==> src/hdl/calorimeter_cell_neighborhood_assert.svh <==
// Assertion macros for the calorimeter cell neighborhood block.
// Included by the modules that check their own control logic; no other dependencies.
`ifndef CALORIMETER_CELL_NEIGHBORHOOD_ASSERT_SVH
`define CALORIMETER_CELL_NEIGHBORHOOD_ASSERT_SVH
`ifndef SYNTHESIS
`define CCN_ASSERT(label, clk, rst_n, prop, msg) \
  label: assert property (@(posedge clk) disable iff (!rst_n) (prop)) else $error(msg);
`define CCN_IMPLY(label, clk, rst_n, ante, cons, msg) \
  label: assert property (@(posedge clk) disable iff (!rst_n) (ante) |=> (cons)) \
    else $error(msg);
`else
`define CCN_ASSERT(label, clk, rst_n, prop, msg)
`define CCN_IMPLY(label, clk, rst_n, ante, cons, msg)
`endif
`endif

==> src/hdl/ccn_pkg.sv <==
// Shared types, constants and the module layout table of the cell neighborhood block.
// No dependencies; used by every module of the block.
package ccn_pkg;

  localparam int CCN_NUM_CELLS        = 17664;
  localparam int CCN_NUM_MODULES      = 20;
  localparam int CCN_MAX_WINDOW       = 7;
  localparam int CCN_QUEUE_DEPTH      = 2;

  localparam int CCN_FULL_CELLS       = 1152;
  localparam int CCN_NARROW_CELLS     = 384;
  localparam int CCN_TWO_THIRDS_CELLS = 768;
  localparam int CCN_THIRD_BASE       = 11520;
  localparam int CCN_TWO_THIRDS_BASE  = 12288;
  localparam int CCN_TAIL_BASE        = 16896;

  localparam int CCN_CFG_IDX_W  = 2;
  localparam int CCN_CFG_DATA_W = 5;
  localparam logic [CCN_CFG_IDX_W-1:0] CCN_REG_WINDOW_SIZE = 2'd0;
  localparam logic [CCN_CFG_IDX_W-1:0] CCN_REG_EDGE_MARGIN = 2'd1;

  // One classified cell as it waits between the front and back ends.
  typedef struct packed {
    logic [14:0] cell_id;
    logic [4:0]  sm;
    logic [5:0]  eta;
    logic [4:0]  phi;
    logic        np24;
    logic        margin_ok;
    logic        id_error;
  } ccn_item_t;

  typedef struct packed {
    logic [2:0] win_last;
    logic [4:0] edge_margin;
  } ccn_cfg_t;

  // First global cell number of each module.
  function automatic logic [14:0] ccn_module_start(input logic [4:0] sm);
    logic [14:0] start;
    if (sm < 5'd10) begin
      start = 15'(int'(sm) * CCN_FULL_CELLS);
    end else if (sm < 5'd12) begin
      start = 15'(CCN_THIRD_BASE + (int'(sm) - 10) * CCN_NARROW_CELLS);
    end else if (sm < 5'd18) begin
      start = 15'(CCN_TWO_THIRDS_BASE + (int'(sm) - 12) * CCN_TWO_THIRDS_CELLS);
    end else begin
      start = 15'(CCN_TAIL_BASE + (int'(sm) - 18) * CCN_NARROW_CELLS);
    end
    return start;
  endfunction

endpackage

==> src/hdl/calorimeter_cell_neighborhood.sv <==
// Top level of the calorimeter cell neighborhood block: configuration registers and wiring
// of front end, item queue and back end. Depends on ccn_pkg, ccn_front, ccn_queue, ccn_back.
//
// Each accepted cell id yields m*m results, one per cycle unless out_stall holds them,
// row by row, where m is the window size (0 reads as 1; data bits above bit 2 are
// dropped); an id beyond the last cell yields one result with id_error set. The window
// sequencer in the back end emits one neighbor id per cycle while the output is not
// stalled and sets the sustained rate. The front end decodes in two pipeline stages and
// accepts a new id every cycle while the queue has room, so decoding overlaps the window
// walk of earlier cells. An accepted cell passes both decode stages, the item queue and
// the back end item register before its first result is registered at the output.
// Configuration writes are always taken and must only be made while the block is idle.
module calorimeter_cell_neighborhood #(
  parameter int QUEUE_DEPTH = ccn_pkg::CCN_QUEUE_DEPTH
) (
  input  logic                                  clk,
  input  logic                                  rst_n,
  input  logic                                  in_valid,
  output logic                                  in_stall,
  input  logic [14:0]                           in_cell_id,
  output logic                                  out_valid,
  input  logic                                  out_stall,
  output logic signed [15:0]                    out_neighbor_id,
  output logic [2:0]                            out_window_row,
  output logic [2:0]                            out_window_col,
  output logic [4:0]                            out_supermodule,
  output logic [5:0]                            out_eta_index,
  output logic [4:0]                            out_phi_index,
  output logic                                  out_margin_ok,
  output logic                                  out_id_error,
  output logic                                  out_last,
  input  logic                                  cfg_valid,
  output logic                                  cfg_ready,
  input  logic [ccn_pkg::CCN_CFG_IDX_W-1:0]     cfg_index,
  input  logic [ccn_pkg::CCN_CFG_DATA_W-1:0]    cfg_data
);
  import ccn_pkg::*;

  logic [2:0] window_size_r;
  logic [4:0] edge_margin_r;
  logic [3:0] win_m;
  ccn_cfg_t   cfg;

  logic       push, full, pop, q_valid;
  ccn_item_t  push_item, q_item;

  assign cfg_ready = 1'b1;

  always_ff @(posedge clk) begin
    if (!rst_n) begin
      window_size_r <= 3'd5;
      edge_margin_r <= 5'd2;
    end else if (cfg_valid && cfg_ready) begin
      case (cfg_index)
        CCN_REG_WINDOW_SIZE: window_size_r <= cfg_data[2:0];
        CCN_REG_EDGE_MARGIN: edge_margin_r <= cfg_data;
        default: ;
      endcase
    end
  end

  always_comb begin
    if (window_size_r == 3'd0) begin
      win_m = 4'd1;
    end else if ({1'b0, window_size_r} > 4'(CCN_MAX_WINDOW)) begin
      win_m = 4'(CCN_MAX_WINDOW);
    end else begin
      win_m = {1'b0, window_size_r};
    end
    cfg.win_last    = 3'(win_m - 4'd1);
    cfg.edge_margin = edge_margin_r;
  end

  ccn_front u_front (
    .clk        (clk),
    .rst_n      (rst_n),
    .in_valid   (in_valid),
    .in_stall   (in_stall),
    .in_cell_id (in_cell_id),
    .cfg_i      (cfg),
    .push_o     (push),
    .item_o     (push_item),
    .full_i     (full)
  );

  ccn_queue #(
    .DEPTH (QUEUE_DEPTH)
  ) u_queue (
    .clk     (clk),
    .rst_n   (rst_n),
    .push_i  (push),
    .item_i  (push_item),
    .full_o  (full),
    .pop_i   (pop),
    .valid_o (q_valid),
    .item_o  (q_item)
  );

  ccn_back u_back (
    .clk             (clk),
    .rst_n           (rst_n),
    .cfg_i           (cfg),
    .q_valid_i       (q_valid),
    .q_item_i        (q_item),
    .pop_o           (pop),
    .out_valid       (out_valid),
    .out_stall       (out_stall),
    .out_neighbor_id (out_neighbor_id),
    .out_window_row  (out_window_row),
    .out_window_col  (out_window_col),
    .out_supermodule (out_supermodule),
    .out_eta_index   (out_eta_index),
    .out_phi_index   (out_phi_index),
    .out_margin_ok   (out_margin_ok),
    .out_id_error    (out_id_error),
    .out_last        (out_last)
  );

endmodule

==> src/hdl/ccn_front.sv <==
// Front end: accepts cell ids and decodes module, eta, phi and the edge flag in two stages.
// Depends on ccn_pkg; feeds the item queue.
module ccn_front (
  input  logic                clk,
  input  logic                rst_n,
  input  logic                in_valid,
  output logic                in_stall,
  input  logic [14:0]         in_cell_id,
  input  ccn_pkg::ccn_cfg_t   cfg_i,
  output logic                push_o,
  output ccn_pkg::ccn_item_t  item_o,
  input  logic                full_i
);
  import ccn_pkg::*;

  logic        s1_valid_r, s1_valid_nxt;
  logic [14:0] s1_id_r;
  logic        s2_valid_r, s2_valid_nxt;
  logic [14:0] s2_id_r;
  logic        s2_err_r;
  logic [4:0]  s2_sm_r;
  logic [10:0] s2_rel_r;

  logic        s1_en, s2_en;
  logic        dec_err;
  logic [4:0]  dec_sm;
  logic [14:0] dec_diff;

  logic        np24, neta32;
  logic [6:0]  rel_hi;
  logic [12:0] prod;
  logic [4:0]  q;
  logic [9:0]  phi24;
  logic [5:0]  eta;
  logic [4:0]  phi;
  logic [6:0]  d7;
  logic [6:0]  neta7, nphi7;
  logic        margin_ok;

  assign s2_en    = !s2_valid_r || !full_i;
  assign s1_en    = !s1_valid_r || s2_en;
  assign in_stall = !s1_en;
  assign push_o   = s2_valid_r && !full_i;

  // Module number: the last module whose first cell is not above the id.
  always_comb begin
    dec_err = (s1_id_r >= 15'(CCN_NUM_CELLS));
    dec_sm  = '0;
    for (int k = 1; k < CCN_NUM_MODULES; k++) begin
      if (s1_id_r >= ccn_module_start(5'(k))) begin
        dec_sm = 5'(k);
      end
    end
    dec_diff = s1_id_r - ccn_module_start(dec_sm);
  end

  assign s1_valid_nxt = s1_en ? in_valid : s1_valid_r;
  assign s2_valid_nxt = s2_en ? s1_valid_r : s2_valid_r;

  always_ff @(posedge clk) begin
    if (!rst_n) begin
      s1_valid_r <= 1'b0;
      s2_valid_r <= 1'b0;
    end else begin
      s1_valid_r <= s1_valid_nxt;
      s2_valid_r <= s2_valid_nxt;
    end
  end

  always_ff @(posedge clk) begin
    if (s1_en) begin
      s1_id_r <= in_cell_id;
    end
    if (s2_en) begin
      s2_id_r  <= s1_id_r;
      s2_err_r <= dec_err;
      s2_sm_r  <= dec_sm;
      s2_rel_r <= dec_diff[10:0];
    end
  end

  // Pairs of cells run along phi, so rel / (2 * nphi) is the eta pair and (rel / 2) % nphi
  // the phi column. For 24 columns the division by 48 is a shift by four and a
  // multiply-by-43 reciprocal, exact for the quotients that occur here.
  always_comb begin
    np24      = !(s2_sm_r inside {5'd10, 5'd11, 5'd18, 5'd19});
    neta32    = (s2_sm_r inside {[5'd12:5'd17]});
    rel_hi    = s2_rel_r[10:4];
    prod      = 13'(rel_hi) * 13'd43;
    q         = np24 ? prod[11:7] : rel_hi[4:0];
    phi24     = s2_rel_r[10:1] - 10'({q, 4'b0000}) - 10'({q, 3'b000});
    phi       = np24 ? phi24[4:0] : {2'b00, s2_rel_r[3:1]};
    eta       = {q, ~s2_rel_r[0]};
    d7        = {2'b00, cfg_i.edge_margin};
    neta7     = neta32 ? 7'd32 : 7'd48;
    nphi7     = np24 ? 7'd24 : 7'd8;
    margin_ok = ({1'b0, eta} >= d7) && ({2'b00, phi} >= d7) &&
                (({1'b0, eta} + d7) < neta7) && (({2'b00, phi} + d7) < nphi7);
  end

  always_comb begin
    item_o = '0;
    if (s2_err_r) begin
      item_o.id_error = 1'b1;
    end else begin
      item_o.cell_id   = s2_id_r;
      item_o.sm        = s2_sm_r;
      item_o.eta       = eta;
      item_o.phi       = phi;
      item_o.np24      = np24;
      item_o.margin_ok = margin_ok;
    end
  end

endmodule

==> src/hdl/ccn_queue.sv <==
// Short first-word-fall-through queue of classified cells between front and back ends.
// Depends on ccn_pkg for the item type and on the assertion macro header.
module ccn_queue #(
  parameter int DEPTH = ccn_pkg::CCN_QUEUE_DEPTH
) (
  input  logic                clk,
  input  logic                rst_n,
  input  logic                push_i,
  input  ccn_pkg::ccn_item_t  item_i,
  output logic                full_o,
  input  logic                pop_i,
  output logic                valid_o,
  output ccn_pkg::ccn_item_t  item_o
);
  import ccn_pkg::*;
  `include "calorimeter_cell_neighborhood_assert.svh"

  localparam int PW = (DEPTH > 1) ? $clog2(DEPTH) : 1;
  localparam int CW = $clog2(DEPTH + 1);

  ccn_item_t     mem_r [DEPTH];
  logic [PW-1:0] wr_ptr_r, wr_ptr_nxt;
  logic [PW-1:0] rd_ptr_r, rd_ptr_nxt;
  logic [CW-1:0] count_r, count_nxt;

  function automatic logic [PW-1:0] bump(input logic [PW-1:0] ptr);
    logic [PW-1:0] res;
    if (ptr == PW'(DEPTH - 1)) begin
      res = '0;
    end else begin
      res = ptr + PW'(1);
    end
    return res;
  endfunction

  assign full_o  = (count_r == CW'(DEPTH));
  assign valid_o = (count_r != '0);
  assign item_o  = mem_r[rd_ptr_r];

  always_comb begin
    wr_ptr_nxt = push_i ? bump(wr_ptr_r) : wr_ptr_r;
    rd_ptr_nxt = pop_i ? bump(rd_ptr_r) : rd_ptr_r;
    count_nxt  = count_r;
    if (push_i && !pop_i) begin
      count_nxt = count_r + CW'(1);
    end else if (pop_i && !push_i) begin
      count_nxt = count_r - CW'(1);
    end
  end

  always_ff @(posedge clk) begin
    if (!rst_n) begin
      wr_ptr_r <= '0;
      rd_ptr_r <= '0;
      count_r  <= '0;
    end else begin
      wr_ptr_r <= wr_ptr_nxt;
      rd_ptr_r <= rd_ptr_nxt;
      count_r  <= count_nxt;
    end
  end

  always_ff @(posedge clk) begin
    if (push_i) begin
      mem_r[wr_ptr_r] <= item_i;
    end
  end

  `CCN_ASSERT(a_no_overflow, clk, rst_n, !(push_i && full_o), "push into a full queue")
  `CCN_ASSERT(a_no_underflow, clk, rst_n, !(pop_i && !valid_o), "pop from an empty queue")
  `CCN_ASSERT(a_count_range, clk, rst_n, count_r <= CW'(DEPTH), "queue count beyond depth")

endmodule

==> src/hdl/ccn_back.sv <==
// Back end: walks the neighbor window of each queued cell and drives the result register.
// Depends on ccn_pkg for the item and configuration types and on the assertion macro header.
module ccn_back (
  input  logic                clk,
  input  logic                rst_n,
  input  ccn_pkg::ccn_cfg_t   cfg_i,
  input  logic                q_valid_i,
  input  ccn_pkg::ccn_item_t  q_item_i,
  output logic                pop_o,
  output logic                out_valid,
  input  logic                out_stall,
  output logic signed [15:0]  out_neighbor_id,
  output logic [2:0]          out_window_row,
  output logic [2:0]          out_window_col,
  output logic [4:0]          out_supermodule,
  output logic [5:0]          out_eta_index,
  output logic [4:0]          out_phi_index,
  output logic                out_margin_ok,
  output logic                out_id_error,
  output logic                out_last
);
  import ccn_pkg::*;
  `include "calorimeter_cell_neighborhood_assert.svh"

  logic       busy_r, busy_nxt;
  ccn_item_t  item_r;
  logic [2:0] row_r, col_r;
  logic       out_valid_r, out_valid_nxt;
  logic signed [15:0] out_id_r;
  logic [2:0] out_row_r, out_col_r;
  logic [4:0] out_sm_r;
  logic [5:0] out_eta_r;
  logic [4:0] out_phi_r;
  logic       out_margin_r, out_err_r, out_last_r;

  logic       load_en, pos_last, advance;
  logic [2:0] half;
  logic signed [4:0]  ic, icp;
  logic               odd_row, n_even;
  logic signed [15:0] icp_ext, roff, coff, nid;

  assign load_en  = !out_valid_r || !out_stall;
  assign pos_last = item_r.id_error || (row_r == cfg_i.win_last && col_r == cfg_i.win_last);
  assign pop_o    = load_en && (!busy_r || pos_last) && q_valid_i;
  assign advance  = load_en && busy_r && !pos_last;

  // Odd rows sit in the other half of a cell pair, so they shift by one pair of rows, toward
  // higher rows for an even center cell and lower rows for an odd one, and by one cell along the pair.
  always_comb begin
    half    = {1'b0, cfg_i.win_last[2:1]};
    ic      = $signed({2'b00, row_r}) - $signed({2'b00, half});
    odd_row = ic[0];
    n_even  = !item_r.cell_id[0];
    if (!odd_row) begin
      icp = ic;
    end else if (n_even) begin
      icp = ic + 5'sd1;
    end else begin
      icp = ic - 5'sd1;
    end
    icp_ext = 16'(icp);
    roff    = item_r.np24 ? ((icp_ext <<< 4) + (icp_ext <<< 3)) : (icp_ext <<< 3);
    if (odd_row) begin
      roff = n_even ? (roff + 16'sd1) : (roff - 16'sd1);
    end
    coff = $signed({12'd0, col_r, 1'b0}) - $signed({13'd0, cfg_i.win_last});
    nid  = $signed({1'b0, item_r.cell_id}) + roff + coff;
    if (item_r.id_error) begin
      nid = '0;
    end
  end

  always_comb begin
    busy_nxt      = busy_r;
    out_valid_nxt = out_valid_r;
    if (load_en) begin
      out_valid_nxt = busy_r;
      busy_nxt      = (busy_r && !pos_last) || q_valid_i;
    end
  end

  always_ff @(posedge clk) begin
    if (!rst_n) begin
      busy_r      <= 1'b0;
      out_valid_r <= 1'b0;
    end else begin
      busy_r      <= busy_nxt;
      out_valid_r <= out_valid_nxt;
    end
  end

  always_ff @(posedge clk) begin
    if (pop_o) begin
      item_r <= q_item_i;
      row_r  <= '0;
      col_r  <= '0;
    end else if (advance) begin
      if (col_r == cfg_i.win_last) begin
        col_r <= '0;
        row_r <= row_r + 3'd1;
      end else begin
        col_r <= col_r + 3'd1;
      end
    end
    if (load_en && busy_r) begin
      out_id_r     <= nid;
      out_row_r    <= row_r;
      out_col_r    <= col_r;
      out_sm_r     <= item_r.sm;
      out_eta_r    <= item_r.eta;
      out_phi_r    <= item_r.phi;
      out_margin_r <= item_r.margin_ok;
      out_err_r    <= item_r.id_error;
      out_last_r   <= pos_last;
    end
  end

  assign out_valid       = out_valid_r;
  assign out_neighbor_id = out_id_r;
  assign out_window_row  = out_row_r;
  assign out_window_col  = out_col_r;
  assign out_supermodule = out_sm_r;
  assign out_eta_index   = out_eta_r;
  assign out_phi_index   = out_phi_r;
  assign out_margin_ok   = out_margin_r;
  assign out_id_error    = out_err_r;
  assign out_last        = out_last_r;

  `CCN_IMPLY(a_window_unbroken, clk, rst_n, out_valid_r && !out_stall && !out_last_r,
             out_valid_r, "gap inside a neighbor window")
  `CCN_ASSERT(a_error_single, clk, rst_n, !(out_valid_r && out_err_r) || out_last_r,
              "error result not marked last")
  `CCN_ASSERT(a_pos_in_window, clk, rst_n,
              !out_valid_r || (out_row_r <= cfg_i.win_last && out_col_r <= cfg_i.win_last),
              "window position beyond configured size")

endmodule

==> config.mk <==
export PLATFORM = sky130hd
export DESIGN_NAME = calorimeter_cell_neighborhood
export DESIGN_NICKNAME = d
export VERILOG_FILES = /design/src/hdl/ccn_pkg.sv /design/src/hdl/calorimeter_cell_neighborhood.sv /design/src/hdl/ccn_front.sv /design/src/hdl/ccn_queue.sv /design/src/hdl/ccn_back.sv
export VERILOG_INCLUDE_DIRS = /design/src /design/src/hdl
export SDC_FILE = /design/constraint.sdc
export NUM_CORES = 1
export LEC_CHECK = 0
export ABC_AREA = 0
export BUFFER_PORTS_ARGS = -buffer_cell sky130_fd_sc_hd__buf_2
export CORE_UTILIZATION = 45
export CTS_BUF_LIST = sky130_fd_sc_hd__clkbuf_16
export DETAILED_ROUTE_END_ITERATION = 12
export HOLD_SLACK_MARGIN = 0.02
export PLACE_DENSITY = 0.61
export SLEW_MARGIN = 20
export SYNTH_ARGS = -nofsm -noshare
export SYNTH_HDL_FRONTEND = slang
export SYNTH_SLANG_ARGS = --single-unit
==> constraint.sdc <==
create_clock -name clk -period 6.75 [get_ports clk]
set_clock_uncertainty 0.05 [all_clocks]
set_input_delay 0.675 -clock clk [delete_from_list [all_inputs] [get_ports clk]]
set_output_delay 0.675 -clock clk [all_outputs]
set_load 0.005 [all_outputs]
; ---- Word level (Yosys, flattened, before mapping)
; Memories as Yosys holds them, arrays and structs flattened. A register that Yosys moved wholly into a read port is not among the register bits.
; Cells that the tools add are included.
[totals]
regBits = 110
ramBits = 68
input_bits = 27
out_inout_bits = 44
memories = 1
[mem_list]
columns = name, depth, width, rd, rd_clocked_by_memory_dff, write_ports, line_no
row1 = u_queue.mem_r, 2, 34, 1, 1, 1, ccn_queue.sv:21  ; ccn_item_t mem_r [DEPTH];
[classes]
add_sub_neg = 27
multipliers = 5
magnitude_cmp = 29
n_eq_ne = 8
muxes = 41
bitwise_logic = 1
reduce_logical = 38
[op_table]
columns = op, n
row1 = 15-bit by 14-bit >= comparator with 1-bit output (second input constant), 10
row2 = 15-bit by 13-bit >= comparator with 1-bit output (second input constant), 4
row3 = 5-bit 2-to-1 mux, 10
row4 = 16-bit 2-to-1 mux, 3
row5 = 15-bit >= comparator (second input constant), 3
row6 = 11-bit 2-to-1 mux, 3
row7 = 33-bit 2-to-1 mux, 1
row8 = 16-bit adder, 2
row9 = 4-bit 2-to-1 mux, 8
row10 = 15-bit by 12-bit >= comparator with 1-bit output (second input constant), 2
row11 = 11-bit adder (first input constant), 2
row12 = 3-bit 2-to-1 mux, 6
row13 = 16-bit by 2-bit adder with 16-bit output (second input constant), 1
row14 = 16-bit by 2-bit subtractor with 16-bit output (second input constant), 1
row15 = 15-bit by 11-bit >= comparator with 1-bit output (second input constant), 1
row16 = 7-bit < comparator, 2
row17 = 1-bit logical AND, 13
row18 = 6-bit by 3-bit multiplier with 4-bit output (second input constant), 2
row19 = 7-bit by 6-bit multiplier with 12-bit output (second input constant), 1
row20 = 5-bit by 4-bit subtractor with 6-bit output (second input constant), 2
row21 = 1-bit by 11-bit adder with 11-bit output (first input constant), 1
row22 = 1-bit zero test, 11
row23 = 11-bit subtractor, 1
row24 = 9-bit by 8-bit adder with 10-bit output, 1
row25 = other kinds (35), 58

; ---- Logic depth before layout (Yosys ltp)
; Gate-level depths: netlist of the first run.
[logic_depth]
word_depth = 27
mapped_depth = 33
mapped_depth_nobuf = 32

; ---- Cells and area by module
; A second synthesis of the first run with hierarchy kept.
[hier_totals]
hier_cells = 945
area_unflattened_um2 = 11507.3
[by_module_without_submodules]
columns = mod, instances, cells_per_inst, area_per_inst_um2, seq_area_each_um2
row1 = ccn_back, 1, 387, 4685.7, 2412.3
row2 = ccn_front, 1, 387, 3747.3, 1241.2
row3 = ccn_queue, 1, 128, 2673.8, 2142.1
row4 = calorimeter_cell_neighborhood, 1, 43, 400.4, 160.2

; ---- Worst setup path before layout of the first run
; No wires, ideal clock.
[synth_path]
kind = register -> register
startpoint = register window_size_r[1]
endpoint = register u_back.out_id_r[14], in the netlist u_back.out_neighbor_id[14] (data pin)
arrival_ns = 5.994
setup_slack_ns = 0.444
path_stages_with_launch = 33
n_path_buf = 1
synth_period_minus_slack_ns = 6.306
path_cell_list = dfxtp_1 buf_6 nor2_1 nand2_1 nand2_1 ha_1 inv_1 ha_1 ha_1 nor2b_1 o21ai_0 nand2b_1 xnor2_1 o21ai_0 fa_1 mux2_2 ha_1 nor2b_1 o21ai_0 nand2b_1 xnor2_1 nor2_1 a21oi_1 fa_1 inv_1 ha_1 a21o_1 a21oi_1 o21ai_0 o21ba_2 a21oi_1 a31oi_1 mux2_1
[synth_via]
elab_chain_cells = 14
elab_cells_between_ends = 17
cone_classes = 10 x add/sub / 6 x mux / 1 x reduce/logical
[synth_lines]
columns = item, line_no
row1 = from (decl), calorimeter_cell_neighborhood.sv:39  ; logic [2:0] window_size_r;
row2 = from (signal assigned), calorimeter_cell_neighborhood.sv:55  ; CCN_REG_WINDOW_SIZE: window_size_r <= cfg_data[2:0];
row3 = 3-bit zero test, calorimeter_cell_neighborhood.sv:63  ; if (window_size_r == 3'd0) begin
row4 = 3-bit 2-to-1 mux *, calorimeter_cell_neighborhood.sv:63
row5 = 3-bit by 1-bit subtractor with 3-bit output *, calorimeter_cell_neighborhood.sv:70  ; cfg.win_last = 3'(win_m - 4'd1);
row6 = 3-bit by 2-bit subtractor with 4-bit output, ccn_back.sv:51  ; ic = $signed({2'b00, row_r}) - $signed({2'b00, half});
row7 = 5-bit by 2-bit adder with 5-bit output / 5-bit by 2-bit subtractor with 5-bit output (equally long branches), "ccn_back.sv:57, ccn_back.sv:59"
row8 = 5-bit 2-to-1 mux, ccn_back.sv:56  ; end else if (n_even) begin
row9 = 5-bit 2-to-1 mux, ccn_back.sv:54  ; if (!odd_row) begin
row10 = 9-bit by 8-bit adder with 10-bit output, ccn_back.sv:62  ; roff = item_r.np24 ? ((icp_ext <<< 4) + (icp_ext <<< 3)) : (icp_ext <<< 3);
row11 = 16-bit 2-to-1 mux, ccn_back.sv:62
row12 = 16-bit by 2-bit adder with 16-bit output / 16-bit by 2-bit subtractor with 16-bit output (equally long branches), ccn_back.sv:64  ; roff = n_even ? (roff + 16'sd1) : (roff - 16'sd1);
row13 = 16-bit 2-to-1 mux, ccn_back.sv:64
row14 = 16-bit 2-to-1 mux, ccn_back.sv:63  ; if (odd_row) begin
row15 = 16-bit adder, ccn_back.sv:67  ; nid = $signed({1'b0, item_r.cell_id}) + roff + coff;
row16 = 16-bit adder *, ccn_back.sv:67
row17 = to (signal assigned), ccn_back.sv:106  ; out_id_r <= nid;
row18 = to (decl), ccn_back.sv:29  ; logic signed [15:0] out_id_r;
; Mark *: on every way between the ends. The rest lies on a longest branch, timed or not.
; A chain may end at the register's enable or synchronous reset.

; ---- Final worst setup path of the first run
[layout_path]
startpoint = register window_size_r[0]
endpoint = register u_back.out_id_r[14], in the netlist u_back.out_neighbor_id[14] (data pin)
; Same word-level chain as after synthesis.

==> results.ini, run 1 <==
[sta]
max_freq_mhz=158
whs_ns=0.293
setup_viol=0
hold_violations=0
fin_crit_ns=6.33
tightest_slew_ns=1.04
slew_headroom_pct=30.6
maxSlewViolCount=0
finalCritPeriodShare_pct=93.7

[clock_network]
clk_pin_slew_ns=0.06
ctsResizeCount=0
hold_buffers=0
cts_tree=done
cts-root-buf=clkbuf_16
post-cts-setup-buffer-count=0
numCtsBuffers=23
cts_sinks=202
clk_latency_ns=0.50
clockBufferDepth=3
htreeDepth=1

[critical_path]
cp_top_family=adder cells
crit_buf_inv=2
worst_setup_path_end_kind=register
critical_path_class=reg -> reg
crit_required_ns=6.94
cp_max_fo=7
slowest_delay_ns=0.43
slowest_stage=fa_1
start_kind=register
reg2reg_slack_ns=0.42
cp.arrival_ns=6.52

[place]
place_congestion=0.826
dp_hpwl_um=13400
port_buffers=69
placed_area_um2=11900

[global_routing]
busiest_layer=met2
grt_pass1_wl_um=31400
grtUsageMet2_pct=26.9
antenna_found_initial=0
grt_start_max_net_pins=42
use_met1_pct=19.7
grt_use_total_pct=15.4
grt_pass1_vias=6359
grtUsageMet3_pct=2.58
overflow=0

[detailed_routing]
drt_pre_antenna_iters=5
avgRoutedWirePerCell_um=14.3
num_vias=6658
vias_per_cell=4.93
drtAntennaViolNets=0
drcViolationCount=0
dr.first_iter.drc_count=261
drt-total-wl_um=19300

[floorplanning]
die-area_um2=25400
initial_core_util_pct=45.9
core_area_um2=24300
io_pins=71
fp-row-count=57
die_w_um=159
dieHeight_um=159

[synth]
avgSynthCellArea_um2=12.0
synth_top_area_cell=edfxtp_1
synth.area.top_cells=edfxtp_1, ha_1, fa_1, dfxtp_1, inv_1
postSynthCellCount=929
ys_warn_count=0
ys_types=70
synth_flop_cell=edfxtp_1
syn_nets=1072
synth-seq-cells=202
synth_top_area_share_pct=48.4
syn_area_um2=11200
ys_seq_area_share_pct=52.4
async_flop_share_pct=0
synth_edf_count=180

[final_layout]
drive_gt1_share_pct=17.2
fin_area_um2=12600
final_nets=1153
area_growth_pct=12.6
antenna_cells=0

[run]
drv_cap=0

[min_path]
worstHoldPathType=in -> reg

[run_status]
status=finished clean

final cells by class:
type / instances / area, um2
multi-input cells: 586 / 4740
well taps: 324 / 405
repair buffers: 84 / 458
clock inverters: 18 / 116
fillers: 2120 / 11800
flip-flops and latches: 202 / 5850
inverters: 113 / 424
clock buffers: 23 / 576
worst reg2reg max path: cells and delay by family (launching register included):
kind,cells,cell delay [ns]
fa+ha+maj,8,2.27
compound gates,10,1.55
mux,2,0.63
simple gates,6,0.61
xor+xnor,3,0.49
flops,1,0.36
buf+inv,2,0.13
metrics by stage:
stage	std cells	TNS (ns)	setup WS (ns)	utilization (%)
floorplan	929	0	0.444	-
CTS	1350	0	0.179	51.6
detailed placement	1309	0	0.208	48.8
global placement	1309	0	0.345	48.8
finish	1350	0	0.423	51.7
global route	1350	-0.00949	-0.00949	51.7
cells in the mapped netlist (15+ instances only):
master,n
inv_1,111
nor2_1,67
fa_1,24
edfxtp_1,180
nor2b_1,40
xnor2_1,36
a21oi_1,42
xor2_1,21
dfxtp_1,22
ha_1,92
nand2b_1,15
o21ai_0,32
mux2_2,36
nand2_1,44
final timing paths:
path                 startpoint                         end  cells after the start
min              in_cell_id[12]         u_front.s1_id_r[12]                      1
max            window_size_r[0]  u_back.out_neighbor_id[14]                     31
max reg2reg    window_size_r[0]  u_back.out_neighbor_id[14]                     31
min reg2reg  u_front.s1_id_r[2]         u_front.s2_rel_r[2]                      0
metal layers:
| layer | vias to the layer above | share of wire, % |
|---|---|---|
| met4 | 0 | 2.1 |
| met1 | 3118 | 46 |
| met2 | 104 | 48 |
| met5 | - | 0 |
| li1 | 3407 | - |
| met3 | 29 | 3.5 |
sequential cells by signal, indices dropped and copies added, names as in the netlist, 5 cells and up:
register and cells:
u_queue.mem_r 66, u_back.item_r 33, u_back.out_neighbor_id 16, u_front.s1_id_r 15, u_front.s2_rel_r 11, u_front.s2_id_r 8, u_back.out_eta_index 6, edge_margin_r 5
u_back.out_phi_index 5, u_back.out_supermodule 5, u_front.s2_sm_r 5
placed cells by master, fill, tap and decap left out, drive strengths merged, types with 6 or more instances in the layout:
| cell type | n |
|---|---|
| inv | 121 |
| a21oi | 43 |
| edfxtp | 180 |
| clkbuf | 23 |
| nor2b | 40 |
| a211oi | 7 |
| clkinv | 8 |
| fa | 24 |
| xor2 | 22 |
| mux2i | 10 |
| o21bai | 6 |
| ha | 92 |
| nand2 | 44 |
| o21ai | 39 |
| nor2 | 68 |
| dfxtp | 22 |
| mux2 | 37 |
| xnor2 | 36 |
| a21o | 13 |
| nand2b | 15 |
| buf | 84 |
| o211ai | 6 |
| o21a | 8 |
| nor3 | 9 |
| a31oi | 6 |
kinds of logic after synthesis:
logic type,after synthesis,share of synthesized area (%)
and+or+nand+nor,208,9.29
DFF,202,52.4
AOI/OAI and AO/OA,154,8.94
buffers and inverters,141,5.28
adders and majority gates,118,14.8
xor gates and xnor gates,58,4.62
muxes,47,4.63
other,1,0.0336
Power of run 1 is left out: the tool's default activity adds up to more than one toggle a clock period on the data nets, which glitch-free logic cannot reach.
==> inputs of run 2 (changes only) <==
--- a/config.mk
+++ b/config.mk
@@ -8,11 +8,11 @@
 export LEC_CHECK = 0
 export ABC_AREA = 0
 export BUFFER_PORTS_ARGS = -buffer_cell sky130_fd_sc_hd__buf_2
-export CORE_UTILIZATION = 45
+export CORE_UTILIZATION = 40
 export CTS_BUF_LIST = sky130_fd_sc_hd__clkbuf_16
 export DETAILED_ROUTE_END_ITERATION = 12
 export HOLD_SLACK_MARGIN = 0.02
-export PLACE_DENSITY = 0.61
+export PLACE_DENSITY = 0.56
 export SLEW_MARGIN = 20
 export SYNTH_ARGS = -nofsm -noshare
 export SYNTH_HDL_FRONTEND = slang
==> run 2 against run 1 <==
Hold slack improved by 0.0079 ns. Final cell count increased by 3.6%. Via count decreased by 0.27%. Sequential cell count unchanged. Final area increased by 0.78%. Critical endpoint unchanged.
==> results.ini, run 2 (synthesis gave the netlist of run 1 again) <==
[final_layout]
fin_area_um2=12700  ; +0.78%
final_nets=1153  ; unchanged
n_fill_cell=2508  ; +18%
layout_common_cells=edfxtp_1, inv_1, ha_1, buf_2, nor2_1
area_growth_pct=13.5
antenna_cells=0  ; unchanged
top_register=u_queue.mem_r
layoutNonFillerInstCount=1398  ; +3.6%
largest_reg_flops=66  ; unchanged
layout_commonest_cell=edfxtp_1
drive_gt1_share_pct=17.7  ; +0.58 points

[sta]
tightest_slew_ns=0.972  ; -0.0685 ns
maxSlewViolCount=0  ; unchanged
setup_viol=0  ; unchanged
fin_crit_ns=6.33  ; +0.00394 ns
fin_setup_tns_ns=0  ; unchanged
hold_violations=0  ; unchanged
rsz0062_at_grt=false
max_freq_mhz=158  ; about the same
slew_headroom_pct=34.8  ; +4.2 points
finalCritPeriodShare_pct=93.8  ; about the same

[place]
dp_hpwl_um=13800  ; +2.9%
port_buffers=69  ; unchanged
place_inst=1357  ; +3.7%
placed_area_um2=11900  ; +0.51%
place_congestion=0.847  ; +2.6%

[min_path]
hp-start=in_cell_id[3]
worstHoldPathType=in -> reg

[clock_network]
cts-root-buf=clkbuf_16
cts_sinks=202  ; unchanged
clockBufferDepth=3  ; unchanged
clk_pin_slew_ns=0.07  ; about the same
cts_tree=done
numCtsBuffers=22  ; -4.3%
htreeDepth=1  ; unchanged
clk_latency_ns=0.51  ; about the same

[global_routing]
antenna_found_initial=0  ; unchanged
grt_start_max_net_pins=41  ; -2.4%
overflow=0  ; unchanged
grt_pass1_vias=6468  ; +1.7%
grt_use_total_pct=14.2  ; -1.1 points
grt_pass1_wl_um=32600  ; +3.7%

[detailed_routing]
drt_pre_antenna_iters=4  ; -1
num_vias=6640  ; -0.27%
vias_per_cell=4.75  ; -3.7%
avgRoutedWirePerCell_um=14.2  ; -0.58%
drtAntennaViolNets=0  ; unchanged
drcViolationCount=0  ; unchanged
dr.first_iter.drc_count=329  ; +26%
drt-total-wl_um=19900  ; +3.0%

[critical_path]
crit_required_ns=6.96  ; +0.02 ns
r2r_start=window_size_r[1]
start_kind=register
cp_max_fo=6  ; -1
worst_setup_path_end_kind=register
cp.arrival_ns=6.54  ; +0.02 ns
critical_path_class=reg -> reg
slowest_delay_ns=0.48  ; +0.05 ns
critPathLaunch=window_size_r[1]
path_common_cell=ha_1
cp_top_family=adder cells
crit_buf_inv=2  ; unchanged
slowest_stage=fa_1

[floorplanning]
die_w_um=169  ; +6.0%
core_area_um2=27200  ; +12%
fp-row-count=60  ; +5.3%
dieHeight_um=169  ; +6.0%
initial_core_util_pct=41.1  ; -4.8 points
die-area_um2=28600  ; +12%
io_pins=71  ; unchanged

[run]
drv_cap=0  ; unchanged

[run_status]
status=finished clean

[run 2: timing repair]
item	CTS	global route
setup endpoints to repair	0	3
setup buffers	0	1
endpoints found under the hold margin	0	0
hold buffers	0	0
resized for setup	0	10
[run 2: final cells by class]
class,count,area [um2],share of cell area (%)
tap,372,465,3.68
sequential,202,5850,46.2
clock buffer,24,601,4.74
timing repair buffer,85,465,3.68
inverter,113,424,3.35
clock inverter,16,109,0.860
multi-input combinational,586,4750,37.5
[run 2: metrics by stage]
| step | worst slack (ns) | util [%] | hold WS (ns) |
|---|---|---|---|
| after floorplan | 0.444 | - | 0.350 |
| after global placement | 0.334 | 43.9 | 0.352 |
| after detailed placement | 0.112 | 43.9 | 0.355 |
| after CTS | 0.103 | 46.5 | 0.274 |
| after global routing | 0.0183 | 46.6 | 0.274 |
| final | 0.419 | 46.6 | 0.301 |
[run 2: final timing paths]
kind,end,slack [ns],cells past startpoint
worst max register to register,u_back.out_neighbor_id[14],0.42,31
worst max-delay path,u_back.out_neighbor_id[14],0.42,31
worst min register to register,u_back.out_phi_index[3],0.35,0
worst min-delay path,u_front.s1_id_r[3],0.30,1
[run 2: worst register-to-register path: cells and delay by family (launching register included)]
| family | cells | cell delay [ns] |
|---|---|---|
| AO/OA/AOI/OAI | 10 | 1.47 |
| flip-flops | 1 | 0.36 |
| AND/OR/NAND/NOR | 8 | 0.92 |
| XOR/XNOR | 2 | 0.28 |
| buffers and inverters | 2 | 0.09 |
| multiplexers | 2 | 0.63 |
| adder cells (fa/ha/maj) | 7 | 2.27 |
[run 2: per-layer routing]
metal	track usage (%)	vias to the layer above	part of all wire [%]
li1	-	3403	-
met1	18.7	3116	47
met2	24.3	90	47
met3	2.24	31	3.0
met4	3.96	0	2.5
met5	0	-	0
Power of run 2 is left out for the same reason.
==> inputs of run 3 (changes only) <==
--- a/config.mk
+++ b/config.mk
@@ -6,7 +6,7 @@
 export SDC_FILE = /design/constraint.sdc
 export NUM_CORES = 1
 export LEC_CHECK = 0
-export ABC_AREA = 0
+export ABC_AREA = 1
 export BUFFER_PORTS_ARGS = -buffer_cell sky130_fd_sc_hd__buf_2
 export CORE_UTILIZATION = 40
 export CTS_BUF_LIST = sky130_fd_sc_hd__clkbuf_16
==> run 3 against run 2 <==
Count of clock-buffer cells in the layout increased by 4. Highest routed layer unchanged. Register-to-register slack got worse by 0.02 ns. First-iteration DRC count increased by 21%. Hold slack got worse by 0.0098 ns. Critical path depth increased by 9. Maximum frequency decreased by 0.34%.
==> results.ini, run 3 <==
[run_status]
status=finished clean

[clock_network]
htreeDepth=1  ; unchanged
cts-root-buf=clkbuf_16
cts_sinks=202  ; unchanged
cts_tree=done
clk_pin_slew_ns=0.06  ; about the same
clk_latency_ns=0.51  ; about the same
clockBufferDepth=3  ; unchanged
hold_buffers=0  ; unchanged
numCtsBuffers=24  ; +9.1%

[floorplanning]
die_w_um=169  ; -0.15%
core_area_um2=27100  ; -0.28%
die-area_um2=28500  ; -0.30%
fp-row-count=60  ; unchanged
dieHeight_um=169  ; -0.15%
io_pins=71  ; unchanged
initial_core_util_pct=41.0  ; about the same

[final_layout]
drive_gt1_share_pct=15.3  ; -2.4 points
ff_latch_area_um2=5850  ; +0.13%
layout_commonest_cell=nand2_1
largest_reg_flops=66  ; unchanged
top_register=u_queue.mem_r
antenna_cells=0  ; unchanged
multiInputGateArea_um2=4530  ; -4.7%
final_nets=1332  ; +16%
layout_common_cells=nand2_1, inv_1, edfxtp_1, ha_1, nor2_1
final_util_pct=47.4  ; +0.85 points
n_fill_cell=2519  ; +0.44%
area_growth_pct=15.6
fin_area_um2=12900  ; +1.5%

[synth]
avgSynthCellArea_um2=10.1  ; -16%
synth-seq-cells=202  ; unchanged
ys_seq_area_share_pct=52.6  ; +0.16 points
synth_top_area_cell=edfxtp_1
ys_warn_count=0  ; unchanged
syn_nets=1240  ; +16%
synth.area.top_cells=edfxtp_1, ha_1, nand2_1, inv_1, fa_1
post-synth-top-count-cell=nand2_1
synth_top_area_share_pct=48.6  ; +0.15 points
async_flop_share_pct=0  ; unchanged
syn_area_um2=11100  ; -0.30%
ys_types=54  ; -23%
synth_edf_count=180  ; unchanged
postSynthCellCount=1097  ; +18%
synth_flop_cell=edfxtp_1
synth_commonest_cells=nand2_1, inv_1, edfxtp_1, ha_1, nor2_1

[global_routing]
overflow=0  ; unchanged
grt_pass1_wl_um=33800  ; +3.9%
grt_start_max_net_pins=43  ; +4.9%
antenna_found_initial=0  ; unchanged
grt_pass1_vias=6883  ; +6.4%
grt_use_total_pct=14.8  ; +0.53 points

[detailed_routing]
drcViolationCount=0  ; unchanged
avgRoutedWirePerCell_um=13.0  ; -8.5%
drt_pre_antenna_iters=5  ; +1
dr.max_layer_used=met4
vias_per_cell=4.56  ; -4.1%
wl_met1_um=9450  ; +0.31%
dr.first_iter.drc_count=399  ; +21%
drtAntennaViolNets=0  ; unchanged
wl_met2_um=10000  ; +6.7%
dr_wl_met3_um=691  ; +18%
drt-total-wl_um=20500  ; +3.3%
num_vias=7193  ; +8.3%

[critical_path]
worst_setup_path_end_kind=register
critPathLaunch=window_size_r[1]
reg2reg_slack_ns=0.40  ; -0.02 ns
crit_required_ns=6.97  ; about the same
r2r_start=window_size_r[1]
r2r-end=u_back.out_neighbor_id[13]
cp_max_fo=5  ; -1
slowest_stage=fa_1
critical_path_class=reg -> reg
r2r.worst_path.cells=40  ; +29%
start_kind=register
cp.arrival_ns=6.58  ; +0.04 ns
path_common_cell=inv_1
slowest_delay_ns=0.48  ; about the same
crit_path_end=u_back.out_neighbor_id[13]

[sta]
rsz0062_at_grt=true
hold_violations=0  ; unchanged
fin_setup_tns_ns=0  ; unchanged
whs_ns=0.291  ; -0.00978 ns
max_freq_mhz=157  ; -0.34%
setup_viol=0  ; unchanged
maxSlewViolCount=0  ; unchanged
finalCritPeriodShare_pct=94.1  ; +0.32 points
tightest_slew_ns=0.975  ; +0.00254 ns
fin_crit_ns=6.35  ; +0.0219 ns
slew_headroom_pct=34.3  ; -0.46 points

[min_path]
worstHoldPathType=in -> reg

[run]
drv_cap=0  ; unchanged

[place]
dp_hpwl_um=15200  ; +9.7%
port_buffers=69  ; unchanged
place_congestion=0.865  ; +2.0%
placed_area_um2=11900  ; +0.25%

-- run 3: changes by cell type in the layout (fill, tap and decap cells not counted), moves of 10 or more --
| cell | before | now |
|---|---|---|
| a21o_1 | 12 | 0 |
| a21oi_1 | 41 | 62 |
| mux2_2 | 36 | 0 |
| nor2_1 | 65 | 79 |
| nand2b_1 | 15 | 0 |
| nand2_1 | 44 | 227 |
| inv_1 | 112 | 185 |
| nor2b_1 | 40 | 0 |
| xnor2_1 | 35 | 7 |
| nand3_1 | 1 | 25 |
| o21ai_0 | 29 | 42 |
| mux2i_1 | 10 | 0 |
-- run 3: kinds of logic (layout without fill, tap and decap cells) --
| family | count (synthesis) | in the layout | share of synthesized area, % |
|---|---|---|---|
| simple gates | 373 | 373 | 14.0 |
| other cells | 1 | 1 | 0.0337 |
| buf+inv | 213 | 323 | 7.48 |
| xor+xnor | 29 | 29 | 2.35 |
| fa+ha+maj | 116 | 116 | 14.7 |
| compound gates | 163 | 163 | 8.89 |
| flops | 202 | 202 | 52.6 |
-- run 3: cell type report --
type / instances / share of cell area, %
sequential: 202 / 45.5
multi-input combinational: 682 / 35.2
inverter: 196 / 5.82
clock buffer: 28 / 5.45
tap: 372 / 3.62
timing repair buffer: 83 / 3.50
clock inverter: 16 / 0.847
-- run 3: metrics by stage --
stage | cells | setup slack (ns)
after CTS | 1576 | 0.101
after detailed placement | 1532 | 0.145
after global routing | 1579 | -0.0686
final | 1579 | 0.397
after global placement | 1532 | 0.330
after floorplan | 1097 | 0.690
-- run 3: worst max-delay path: cells and delay by family (launching register included) --
family / cells / cell delay (ns)
flip-flops: 1 / 0.37
XOR/XNOR: 3 / 0.48
AO/OA/AOI/OAI: 12 / 1.61
adder cells (fa/ha/maj): 7 / 2.21
AND/OR/NAND/NOR: 11 / 0.80
buffers and inverters: 7 / 0.54
-- run 3: worst min-delay path by stage --
stage / from / cells past startpoint / endpoint / slack, ns
finish: in_cell_id[7] / 1 / u_front.s1_id_r[7] / 0.29
CTS: in_cell_id[7] / 1 / u_front.s1_id_r[7] / 0.27
global route: in_cell_id[5] / 1 / u_front.s1_id_r[5] / 0.27
global placement: u_back.item_r[12] / 0 / u_back.out_eta_index[4] / 0.35
floorplan: u_back.item_r[8] / 0 / u_back.out_eta_index[0] / 0.35
detailed placement: u_front.s1_id_r[4] / 0 / u_front.s2_rel_r[4] / 0.36
-- run 3: what timing repair did --
action | 4_1_cts | 5_1_grt
gates resized for setup | 0 | 22
hold endpoints to repair | 0 | 0
buffers inserted | 0 | 3
endpoints found under the setup margin | 0 | 5
-- run 3: per-layer routing --
metal / GRT usage [%] / up-vias
met5: 0 / -
met4: 3.87 / 0
met3: 2.27 / 25
met2: 26.0 / 115
met1: 18.9 / 3250
li1: - / 3803
Power of run 3 is left out for the same reason.
